--- config.mk ---
export PLATFORM = sky130hd
export DESIGN_NAME = line_follow_pid_steering
export DESIGN_NICKNAME = d
export VERILOG_FILES = /design/src/rtl/lfps_pkg.sv /design/src/rtl/line_follow_pid_steering.sv
export SDC_FILE = /design/constraint.sdc
export NUM_CORES = 2
export LEC_CHECK = 0
export BUFFER_PORTS_ARGS = -buffer_cell sky130_fd_sc_hd__buf_2
export CORE_MARGIN = 2
export CORE_UTILIZATION = 45
export DETAILED_ROUTE_END_ITERATION = 16
export PLACE_DENSITY = 0.62
export SLEW_MARGIN = 20
export SYNTH_ARGS = -nofsm -noshare
export SYNTH_HDL_FRONTEND = slang
export SYNTH_SLANG_ARGS = --single-unit
--- constraint.sdc ---
create_clock -name clk -period 19.8 [get_ports clk]
set_input_delay 3.96 -clock clk [delete_from_list [all_inputs] [get_ports clk]]
set_output_delay 3.96 -clock clk [all_outputs]
set_load 0.02 [all_outputs]
--- src/rtl/lfps_pkg.sv ---
// Shared widths, register codes and reset values for the line-follow PID steering block.
package lfps_pkg;

  // Sample, error-sum and gain widths.
  localparam int SAMPLE_BITS = 10;
  localparam int SUM_BITS    = 23;
  localparam int GAIN_BITS   = 16;

  // Error is target minus sample; difference is error minus previous error.
  localparam int ERR_BITS  = SAMPLE_BITS + 1;
  localparam int DIFF_BITS = SAMPLE_BITS + 2;

  // Q8.8 gains are lifted to Q20 by this shift; Q20 has this many fraction bits.
  localparam int GAIN_SHIFT = 12;
  localparam int Q_BITS     = 20;

  // Product widths: unsigned gain widened by one sign bit, times a signed operand.
  localparam int PK_BITS = GAIN_BITS + 1 + ERR_BITS;
  localparam int PD_BITS = GAIN_BITS + 1 + DIFF_BITS;
  localparam int PI_BITS = GAIN_BITS + 1 + SUM_BITS;

  // Accumulator holds the sum of three terms; two spare bits cover the carries.
  localparam int ACC_TERM = (PD_BITS + GAIN_SHIFT > PI_BITS) ? (PD_BITS + GAIN_SHIFT) : PI_BITS;
  localparam int ACC_BITS = ACC_TERM + 2;
  localparam int CMD_BITS = ACC_BITS - Q_BITS;

  // Result format.
  localparam int STEER_BITS  = 8;
  localparam int STEER_LIMIT = 100;

  // Configuration port.
  localparam int CFG_INDEX_BITS = 2;
  localparam int CFG_DATA_BITS  = (SAMPLE_BITS > GAIN_BITS) ? SAMPLE_BITS : GAIN_BITS;

  typedef enum logic [CFG_INDEX_BITS-1:0] {
    CFG_TARGET = 2'd0,
    CFG_KP     = 2'd1,
    CFG_KI     = 2'd2,
    CFG_KD     = 2'd3
  } cfg_index_t;

  // Register values after reset.
  localparam logic [SAMPLE_BITS-1:0] TARGET_RESET = SAMPLE_BITS'(550);
  localparam logic [GAIN_BITS-1:0]   KP_RESET     = GAIN_BITS'(448);
  localparam logic [GAIN_BITS-1:0]   KI_RESET     = GAIN_BITS'(1091);
  localparam logic [GAIN_BITS-1:0]   KD_RESET     = GAIN_BITS'(7680);

endpackage

--- src/rtl/line_follow_pid_steering.sv ---
// Top level of the line-follow PID steering block: error, sum, three products, clamp.
//
//   channel   direction  handshake               payload
//   sample    in         sample_valid/stall      light_sample
//   steer     out        steer_valid/stall       steer_command, clamped
//   cfg       in         cfg_write               cfg_index, cfg_data
//
// One item enters per clock cycle when the result side is not blocked. The
// edge that accepts an item loads the input register with its error,
// difference and updated error sum. Once the result side is free, the
// result register is loaded from the input register through one pass of the
// three gain multiplies, the Q20 add and the truncate-and-clamp logic, and
// the result is offered from the result register until it leaves.
// Reset (synchronous, active high) empties both registers, clears the previous
// error and the error sum, and loads the default gains and target level.
// While a result waits under stall, the input register still takes one more
// item; after that the input stalls until the result side moves again.
module line_follow_pid_steering (
  input  logic                                   clk,
  input  logic                                   rst,
  input  logic                                   cfg_write,
  input  logic [lfps_pkg::CFG_INDEX_BITS-1:0]    cfg_index,
  input  logic [lfps_pkg::CFG_DATA_BITS-1:0]     cfg_data,
  input  logic                                   sample_valid,
  output logic                                   sample_stall,
  input  logic [lfps_pkg::SAMPLE_BITS-1:0]       light_sample,
  output logic                                   steer_valid,
  input  logic                                   steer_stall,
  output logic signed [lfps_pkg::STEER_BITS-1:0] steer_command,
  output logic                                   clamped
);

  localparam int SAMPLE_BITS = lfps_pkg::SAMPLE_BITS;
  localparam int SUM_BITS    = lfps_pkg::SUM_BITS;
  localparam int GAIN_BITS   = lfps_pkg::GAIN_BITS;
  localparam int ERR_BITS    = lfps_pkg::ERR_BITS;
  localparam int DIFF_BITS   = lfps_pkg::DIFF_BITS;
  localparam int PK_BITS     = lfps_pkg::PK_BITS;
  localparam int PD_BITS     = lfps_pkg::PD_BITS;
  localparam int PI_BITS     = lfps_pkg::PI_BITS;
  localparam int ACC_BITS    = lfps_pkg::ACC_BITS;
  localparam int CMD_BITS    = lfps_pkg::CMD_BITS;
  localparam int Q_BITS      = lfps_pkg::Q_BITS;
  localparam int STEER_BITS  = lfps_pkg::STEER_BITS;

  localparam logic signed [CMD_BITS-1:0] LIMIT_POS = CMD_BITS'(lfps_pkg::STEER_LIMIT);
  localparam logic signed [CMD_BITS-1:0] LIMIT_NEG = -LIMIT_POS;

  // Configuration registers. The user must write only while nothing is in flight; the block does not enforce this.
  logic [SAMPLE_BITS-1:0] target_level;
  logic [GAIN_BITS-1:0]   kp_q8;
  logic [GAIN_BITS-1:0]   ki_dt_q20;
  logic [GAIN_BITS-1:0]   kd_rate_q8;

  always_ff @(posedge clk) begin
    if (rst) begin
      target_level <= lfps_pkg::TARGET_RESET;
      kp_q8        <= lfps_pkg::KP_RESET;
      ki_dt_q20    <= lfps_pkg::KI_RESET;
      kd_rate_q8   <= lfps_pkg::KD_RESET;
    end else if (cfg_write) begin
      case (cfg_index)
        lfps_pkg::CFG_TARGET: target_level <= cfg_data[SAMPLE_BITS-1:0];
        lfps_pkg::CFG_KP:     kp_q8        <= cfg_data[GAIN_BITS-1:0];
        lfps_pkg::CFG_KI:     ki_dt_q20    <= cfg_data[GAIN_BITS-1:0];
        lfps_pkg::CFG_KD:     kd_rate_q8   <= cfg_data[GAIN_BITS-1:0];
        default: ;
      endcase
    end
  end

  // Register occupancy and the ready chain, output end first.
  logic s1_valid;
  logic out_ready, s1_ready;
  logic sample_accept;

  assign out_ready     = !steer_valid || !steer_stall;
  assign s1_ready      = !s1_valid || out_ready;
  assign sample_stall  = !s1_ready;
  assign sample_accept = sample_valid && s1_ready;

  // Input register: error, difference and the saturating error sum. The
  // controller state is updated here, on acceptance, so the next item sees it
  // at once.
  logic signed [ERR_BITS-1:0]  previous_error;
  logic signed [SUM_BITS-1:0]  error_sum;
  logic signed [ERR_BITS-1:0]  err_next;
  logic signed [DIFF_BITS-1:0] diff_next;
  logic signed [SUM_BITS:0]    sum_wide;
  logic signed [SUM_BITS-1:0]  sum_next;

  always_comb begin
    err_next  = $signed({1'b0, target_level}) - $signed({1'b0, light_sample});
    diff_next = DIFF_BITS'(err_next) - DIFF_BITS'(previous_error);
    sum_wide  = (SUM_BITS + 1)'(error_sum) + (SUM_BITS + 1)'(err_next);
    // The top two bits disagree only when the sum has left the signed range.
    if (sum_wide[SUM_BITS] != sum_wide[SUM_BITS-1]) begin
      sum_next = sum_wide[SUM_BITS] ? {1'b1, {(SUM_BITS - 1){1'b0}}}
                                    : {1'b0, {(SUM_BITS - 1){1'b1}}};
    end else begin
      sum_next = sum_wide[SUM_BITS-1:0];
    end
  end

  logic signed [ERR_BITS-1:0]  s1_err;
  logic signed [DIFF_BITS-1:0] s1_diff;
  logic signed [SUM_BITS-1:0]  s1_sum;

  always_ff @(posedge clk) begin
    if (rst) begin
      previous_error <= '0;
      error_sum      <= '0;
      s1_valid       <= 1'b0;
    end else begin
      if (s1_ready) begin
        s1_valid <= sample_valid;
      end
      if (sample_accept) begin
        previous_error <= err_next;
        error_sum      <= sum_next;
      end
    end
  end

  always_ff @(posedge clk) begin
    if (sample_accept) begin
      s1_err  <= err_next;
      s1_diff <= diff_next;
      s1_sum  <= sum_next;
    end
  end

  // Result path, one pass from the input register to the result register.
  // The three gain products are independent; the Q8.8 terms are shifted up
  // to Q20 before the add. The command is the negated accumulator truncated
  // toward zero, which equals the negation of the accumulator truncated
  // toward zero. A negative accumulator gets a bias of one LSB short of a
  // whole unit before the shift so that the arithmetic shift rounds toward
  // zero. The clamp is tested on the unnegated value, so its limits swap sides.
  logic signed [PK_BITS-1:0]    pk_term;
  logic signed [PD_BITS-1:0]    pd_term;
  logic signed [PI_BITS-1:0]    pi_term;
  logic signed [ACC_BITS-1:0]   acc_sum;
  logic signed [ACC_BITS-1:0]   acc_biased;
  logic signed [CMD_BITS-1:0]   acc_trunc;
  logic signed [CMD_BITS-1:0]   cmd_full;
  logic signed [STEER_BITS-1:0] steer_next;
  logic                         clamped_next;

  always_comb begin
    pk_term    = $signed({1'b0, kp_q8}) * s1_err;
    pd_term    = $signed({1'b0, kd_rate_q8}) * s1_diff;
    pi_term    = $signed({1'b0, ki_dt_q20}) * s1_sum;
    acc_sum    = (ACC_BITS'(pk_term) <<< lfps_pkg::GAIN_SHIFT)
               + ACC_BITS'(pi_term)
               + (ACC_BITS'(pd_term) <<< lfps_pkg::GAIN_SHIFT);
    acc_biased = acc_sum + (acc_sum[ACC_BITS-1] ? ACC_BITS'({Q_BITS{1'b1}}) : ACC_BITS'(0));
    acc_trunc  = acc_biased[ACC_BITS-1:Q_BITS];
    cmd_full   = -acc_trunc;
    if (acc_trunc < LIMIT_NEG) begin
      steer_next   = STEER_BITS'(LIMIT_POS);
      clamped_next = 1'b1;
    end else if (acc_trunc > LIMIT_POS) begin
      steer_next   = STEER_BITS'(LIMIT_NEG);
      clamped_next = 1'b1;
    end else begin
      steer_next   = cmd_full[STEER_BITS-1:0];
      clamped_next = 1'b0;
    end
  end

  always_ff @(posedge clk) begin
    if (rst) begin
      steer_valid <= 1'b0;
    end else if (out_ready) begin
      steer_valid <= s1_valid;
    end
  end

  always_ff @(posedge clk) begin
    if (out_ready && s1_valid) begin
      steer_command <= steer_next;
      clamped       <= clamped_next;
    end
  end

endmodule

# Word-level counts from Yosys, hierarchy flattened
# Index checks and enable logic that the tools add are counted.
# totals
reg_bits,149
inputBits,33
# classes
addsub,7
n_mul,3
magnitude_cmp,2
eq_ne,4
muxes,5
reduce_logical,14
# op_table
cell,count
$mux W23,2
$add A42 B21 Y43,1
$add A41 B41 Y42,1
$add A40 B40 Y41,1
$mul A17 B23 Y40,1
$mul A17 B12 Y29,1
$mul A17 B11 Y28,1
$add A23 B11 Y24,1
$gt A23 B8 Y1 const B,1
$lt A23 B8 Y1 const B,1
$mux W20,1
$sub A11 B11 Y12,1
$sub A10 B10 Y11,1
$mux W8,1
$neg A8 Y8,1
$reduce_and A2 Y1,4
$eq A2 B2 Y1 const B,2
$logic_not A1 Y1,4
$eq A2 B1 Y1 const B,1
$logic_and A1 B1 Y1,2
$logic_not A2 Y1,1
$logic_or A1 B1 Y1,2
$reduce_or A2 Y1,1
$mux W1,1
$ne A1 B1 Y1,1

# Depth between registers and ports, before layout
# depth
depth_word,7
depth_mapped,62
depth_no_buf,60

# Worst setup path before layout
# Ideal clock, no wire load.
# synth_path
path_kind,register to register
startpoint,register s1_err[2]
endpoint,register steer_command[6] (netlist name) (data pin)
setup_time_ns,0.254
t_arrival_ns,13.480
setup_slack_ns,6.066
stages_incl_launch_ff,59
n_path_buf,2
synth_period_minus_slack_ns,13.734
path_cell_list,edfxtp_1 -> clkbuf_1 -> nand2_1 -> fa_1 -> inv_1 -> ha_1 -> inv_1 -> fa_1 -> fa_1 -> fa_1 -> inv_1 -> ha_1 -> a21oi_1 -> o21ai_0 -> a21oi_1 -> o21ai_0 -> a21oi_1 -> nand2b_1 -> (+23 left out) -> a211oi_2 -> nor2_2 -> inv_1 -> ha_1 -> a31o_2 -> a21oi_1 -> a2111oi_0 -> a211oi_1 -> a211o_1 -> a31o_2 -> buf_6 -> nand2b_1 -> xor2_1 -> ha_1 -> or3_1 -> o22ai_1 -> xnor2_1 -> a21o_1
# synth_via
elab_chain_cells,7
# synth_lines
item,line,rtl
start: declaration,line_follow_pid_steering.sv:105,logic signed [ERR_BITS-1:0] s1_err;
start signal: assignment,line_follow_pid_steering.sv:127,s1_err <= err_next;
$mul A17 B11 Y28 (*),line_follow_pid_steering.sv:151,"pk_term = $signed({1'b0, kp_q8}) * s1_err;"
$add A40 B40 Y41 (*),line_follow_pid_steering.sv:155,+ ACC_BITS'(pi_term)
$add A41 B41 Y42 (*),line_follow_pid_steering.sv:156,+ (ACC_BITS'(pd_term) <<< lfps_pkg::GAIN_SHIFT);
$mux W20,line_follow_pid_steering.sv:157,acc_biased = acc_sum + (acc_sum[ACC_BITS-1] ? ACC_BITS'({Q_BITS{1'b1}}) : ACC_BITS'(0));
$add A42 B21 Y43 (*),line_follow_pid_steering.sv:157,
$gt A23 B8 Y1 / $neg A8 Y8 (equally long branches),"line_follow_pid_steering.sv:163, line_follow_pid_steering.sv:159",
$mux W8,line_follow_pid_steering.sv:163,end else if (acc_trunc > LIMIT_POS) begin
end signal: assignment,line_follow_pid_steering.sv:182,steer_command <= steer_next;
end: declaration,line_follow_pid_steering.sv:29,"output logic signed [lfps_pkg::STEER_BITS-1:0] steer_command,"
# Mark *: on every way between the ends. The rest lies on a longest branch, timed or not.
# A chain may end at the register's enable or synchronous reset.

# Final worst setup path
# layout_path
startpoint,register s1_err[2]
endpoint,register steer_command[7] (netlist name) (data pin)
# Same word-level chain as after synthesis.

==> qor.yml <==
outcome: "finished clean"
fin_setup_tns_ns: 0
slew_viol_final: 0
syn-mean-instance-area_um2: 8.96
drc: 0
rsz0062_at_grt: "no"
fin_nets: 4981
ios: 44
synth-main-ff-cell: "dfxtp_1"
post-cts-setup-buffer-count: 0
yosysSeqAreaShare_pct: 9.91
fmax_mhz: 65.2
die_area_um2: 81500
cts_max_level: 4
cts_resized: 0
hold_viol: 0
grt_usage_pct: 21.9
crit_buf_inv: 9
clock_latency_ns: 0.45
tritoncts: "built"
cp_max_fo: 17
crit_required_ns: 19.97
finalWorstSetupSlack_ns: 4.47
yosysWarnings: 0
crit_arrival_ns: 15.50
layout_min_cycle_time_ns: 15.33
ctsHoldBuffers: 0
viasPerCell: 5.16
synth_cell_types: 80
layout_commonest_cell: "inv_1"
clk_path_buf_depth: 2
syn-num-nets: 5059
fin_crit_sh_pct: 77.4
setup_viol: 0
crit_path_end_kind: "flip-flop"
clock_sinks: 149
drt-initial-drc-count: 1528
crit_start: "s1_err[2]"
finalClockSkew_ns: 0.0192
async_reset_ff_share_pct: 0
worst_pin_slew_ns: 1.14
layout_common_cells: "inv_1, fa_1, nand2_1"
path_common_cell: "fa_1"
die_w_um: 286
cap_violations: 0
synth_edf_count: 55
syn2layout_area_growth_pct: 4.58
rows: 103
core_area_um2: 78700
met2_usage_pct: 36.5
busiest_layer: "met2"
relSlewSlack_pct: 24.2
netlist_instances: 3979
cp_slowest_cell: "edfxtp_1"
wl_per_cell_um: 17.4
grt-ovfl-total: 0
synth_seq_cells: 149
fill_cells: 7593
die_h_um: 286
antenna_found_initial: 2
antenna_left: 0
hold_path.class: "reg -> reg"
critPathLaunchType: "flip-flop"
grt_pass1_wl_mm: 142
grt_use_met1_pct: 30.9
grt_max_degree: 75
gr-usage-met3_pct: 2.54
post-route-util_pct: 47.4
cpPeakStageDelay_ns: 0.69
drive_above_1_share_pct: 3.12
syn-cell-area_um2: 35700
place_hpwl_mm: 73.0
cts.clk_slew.worst_paths_ns: 0.08
antennaDiodeCount: 0
portBuffers: 43
place_ws_ns: 4.45
grt_pass1_vias: 26712
hold_start: "previous_error[10]"
critical-path-top-delay-family: "adder cells"
vias: 25621
drtPass1Iterations: 7
crit_type: "reg -> reg"
floorplan.initialDensity_pct: 45.3
r2r-start: "s1_err[2]"
finalWirelength_mm: 86.2
clockRootBuffer: "clkbuf_16"
numCtsBuffers: 17
gp_congestion: 0.918
[through the flow]
step / instances / hold slack [ns] / area [um2]
3_5_place_dp: 4932 / 0.447 / 36700
5_1_grt: 4964 / 0.474 / 37300
4_1_cts: 4964 / 0.456 / 37300
6_report: 4964 / 0.458 / 37300
2_1_floorplan: 3979 / 0.432 / 35700
3_3_place_gp: 4932 / 0.443 / 36700
[cell families (layout without fill, tap and decap cells)]
kind of cell,count (synthesis),count (layout),synth area share [%]
DFF,149,149,9.91
buffers and inverters,975,910,10.3
xor gates and xnor gates,125,125,3.07
and+or+nand+nor,1219,1219,16.3
muxes,13,13,0.386
AOI/OAI and AO/OA,432,432,7.77
adders and majority gates,1066,1066,52.2
[sequential cells by signal, summed over array words and instances (netlist names), 8 cells and up]
| signal | cells |
|---|---|
| error_sum | 23 |
| s1_sum | 23 |
| kd_rate_q8 | 16 |
| ki_dt_q20 | 16 |
| kp_q8 | 16 |
| s1_diff | 12 |
| previous_error | 11 |
| s1_err | 11 |
| target_level | 10 |
| steer_command | 8 |
[per-layer routing]
metal | part of all wire [%] | wire (um) | vias to the layer above
met5 | 0 | 0 | -
met4 | 1.7 | 1490 | 0
met3 | 4.5 | 3840 | 95
met2 | 47 | 40500 | 539
met1 | 47 | 40400 | 12966
li1 | - | - | 12021
[cells in the mapped netlist (4+ instances only)]
cell,n,area share [%]
inv_1,823,8.7
fa_1,710,40
nand2_1,600,6.3
ha_1,337,12
and2_1,313,5.5
a21oi_1,160,2.2
clkbuf_1,141,1.5
nor2_1,119,1.3
dfxtp_1,94,5.3
xnor2_1,85,2.1
o21ai_0,79,1.1
edfxtp_1,55,4.6
a21o_1,40,0.84
xor2_1,40,0.98
nand2b_1,38,0.67
nor3_1,22,0.31
nand3_1,20,0.28
nor2b_1,20,0.35
maj3_1,19,0.53
o21a_1,17,0.36
o21bai_1,16,0.34
or3_1,15,0.26
a211oi_1,14,0.29
and3_1,14,0.25
nand3b_1,14,0.29
a21boi_0,10,0.21
mux2i_1,10,0.28
a31oi_1,9,0.16
or2_2,9,0.16
a211o_1,8,0.20
nor4_1,8,0.14
o211ai_1,8,0.17
o31ai_1,8,0.17
buf_2,7,0.098
nand4_1,6,0.11
a2111oi_0,5,0.12
nor3b_1,5,0.11
o2111ai_1,5,0.12
a221oi_1,4,0.098
o211a_1,4,0.11
o21ai_1,4,0.056
o311ai_0,4,0.098
o31a_1,4,0.098
[worst register-to-register path: cells and delay by family, from the launching register on]
family / cells / cell delay, ns
adder cells (fa/ha/maj): 14 / 6.10
AO/OA/AOI/OAI: 24 / 5.57
AND/OR/NAND/NOR: 6 / 1.77
buffers and inverters: 9 / 0.70
flip-flops: 1 / 0.69
XOR/XNOR: 1 / 0.26
[path summary, 6_finish.rpt]
path                                      endpoint  slack, ns  cells past startpoint
worst min register to register  previous_error[10]       0.46                      2
worst max-delay path              steer_command[7]       4.47                     54
worst min-delay path            previous_error[10]       0.46                      2
worst max register to register    steer_command[7]       4.47                     54
[area by class of cell]
class	count	area [um2]	area share, %
inverters	824	3090	8.29
repair buffers	54	298	0.798
flip-flops and latches	149	3540	9.48
clock inverters	12	115	0.309
clock buffers	20	468	1.25
multi-input cells	2855	28500	76.3
well taps	1050	1310	3.52
Power is not shown: default switching activity piles up to over one toggle a cycle in this logic, so the estimate is an artifact.
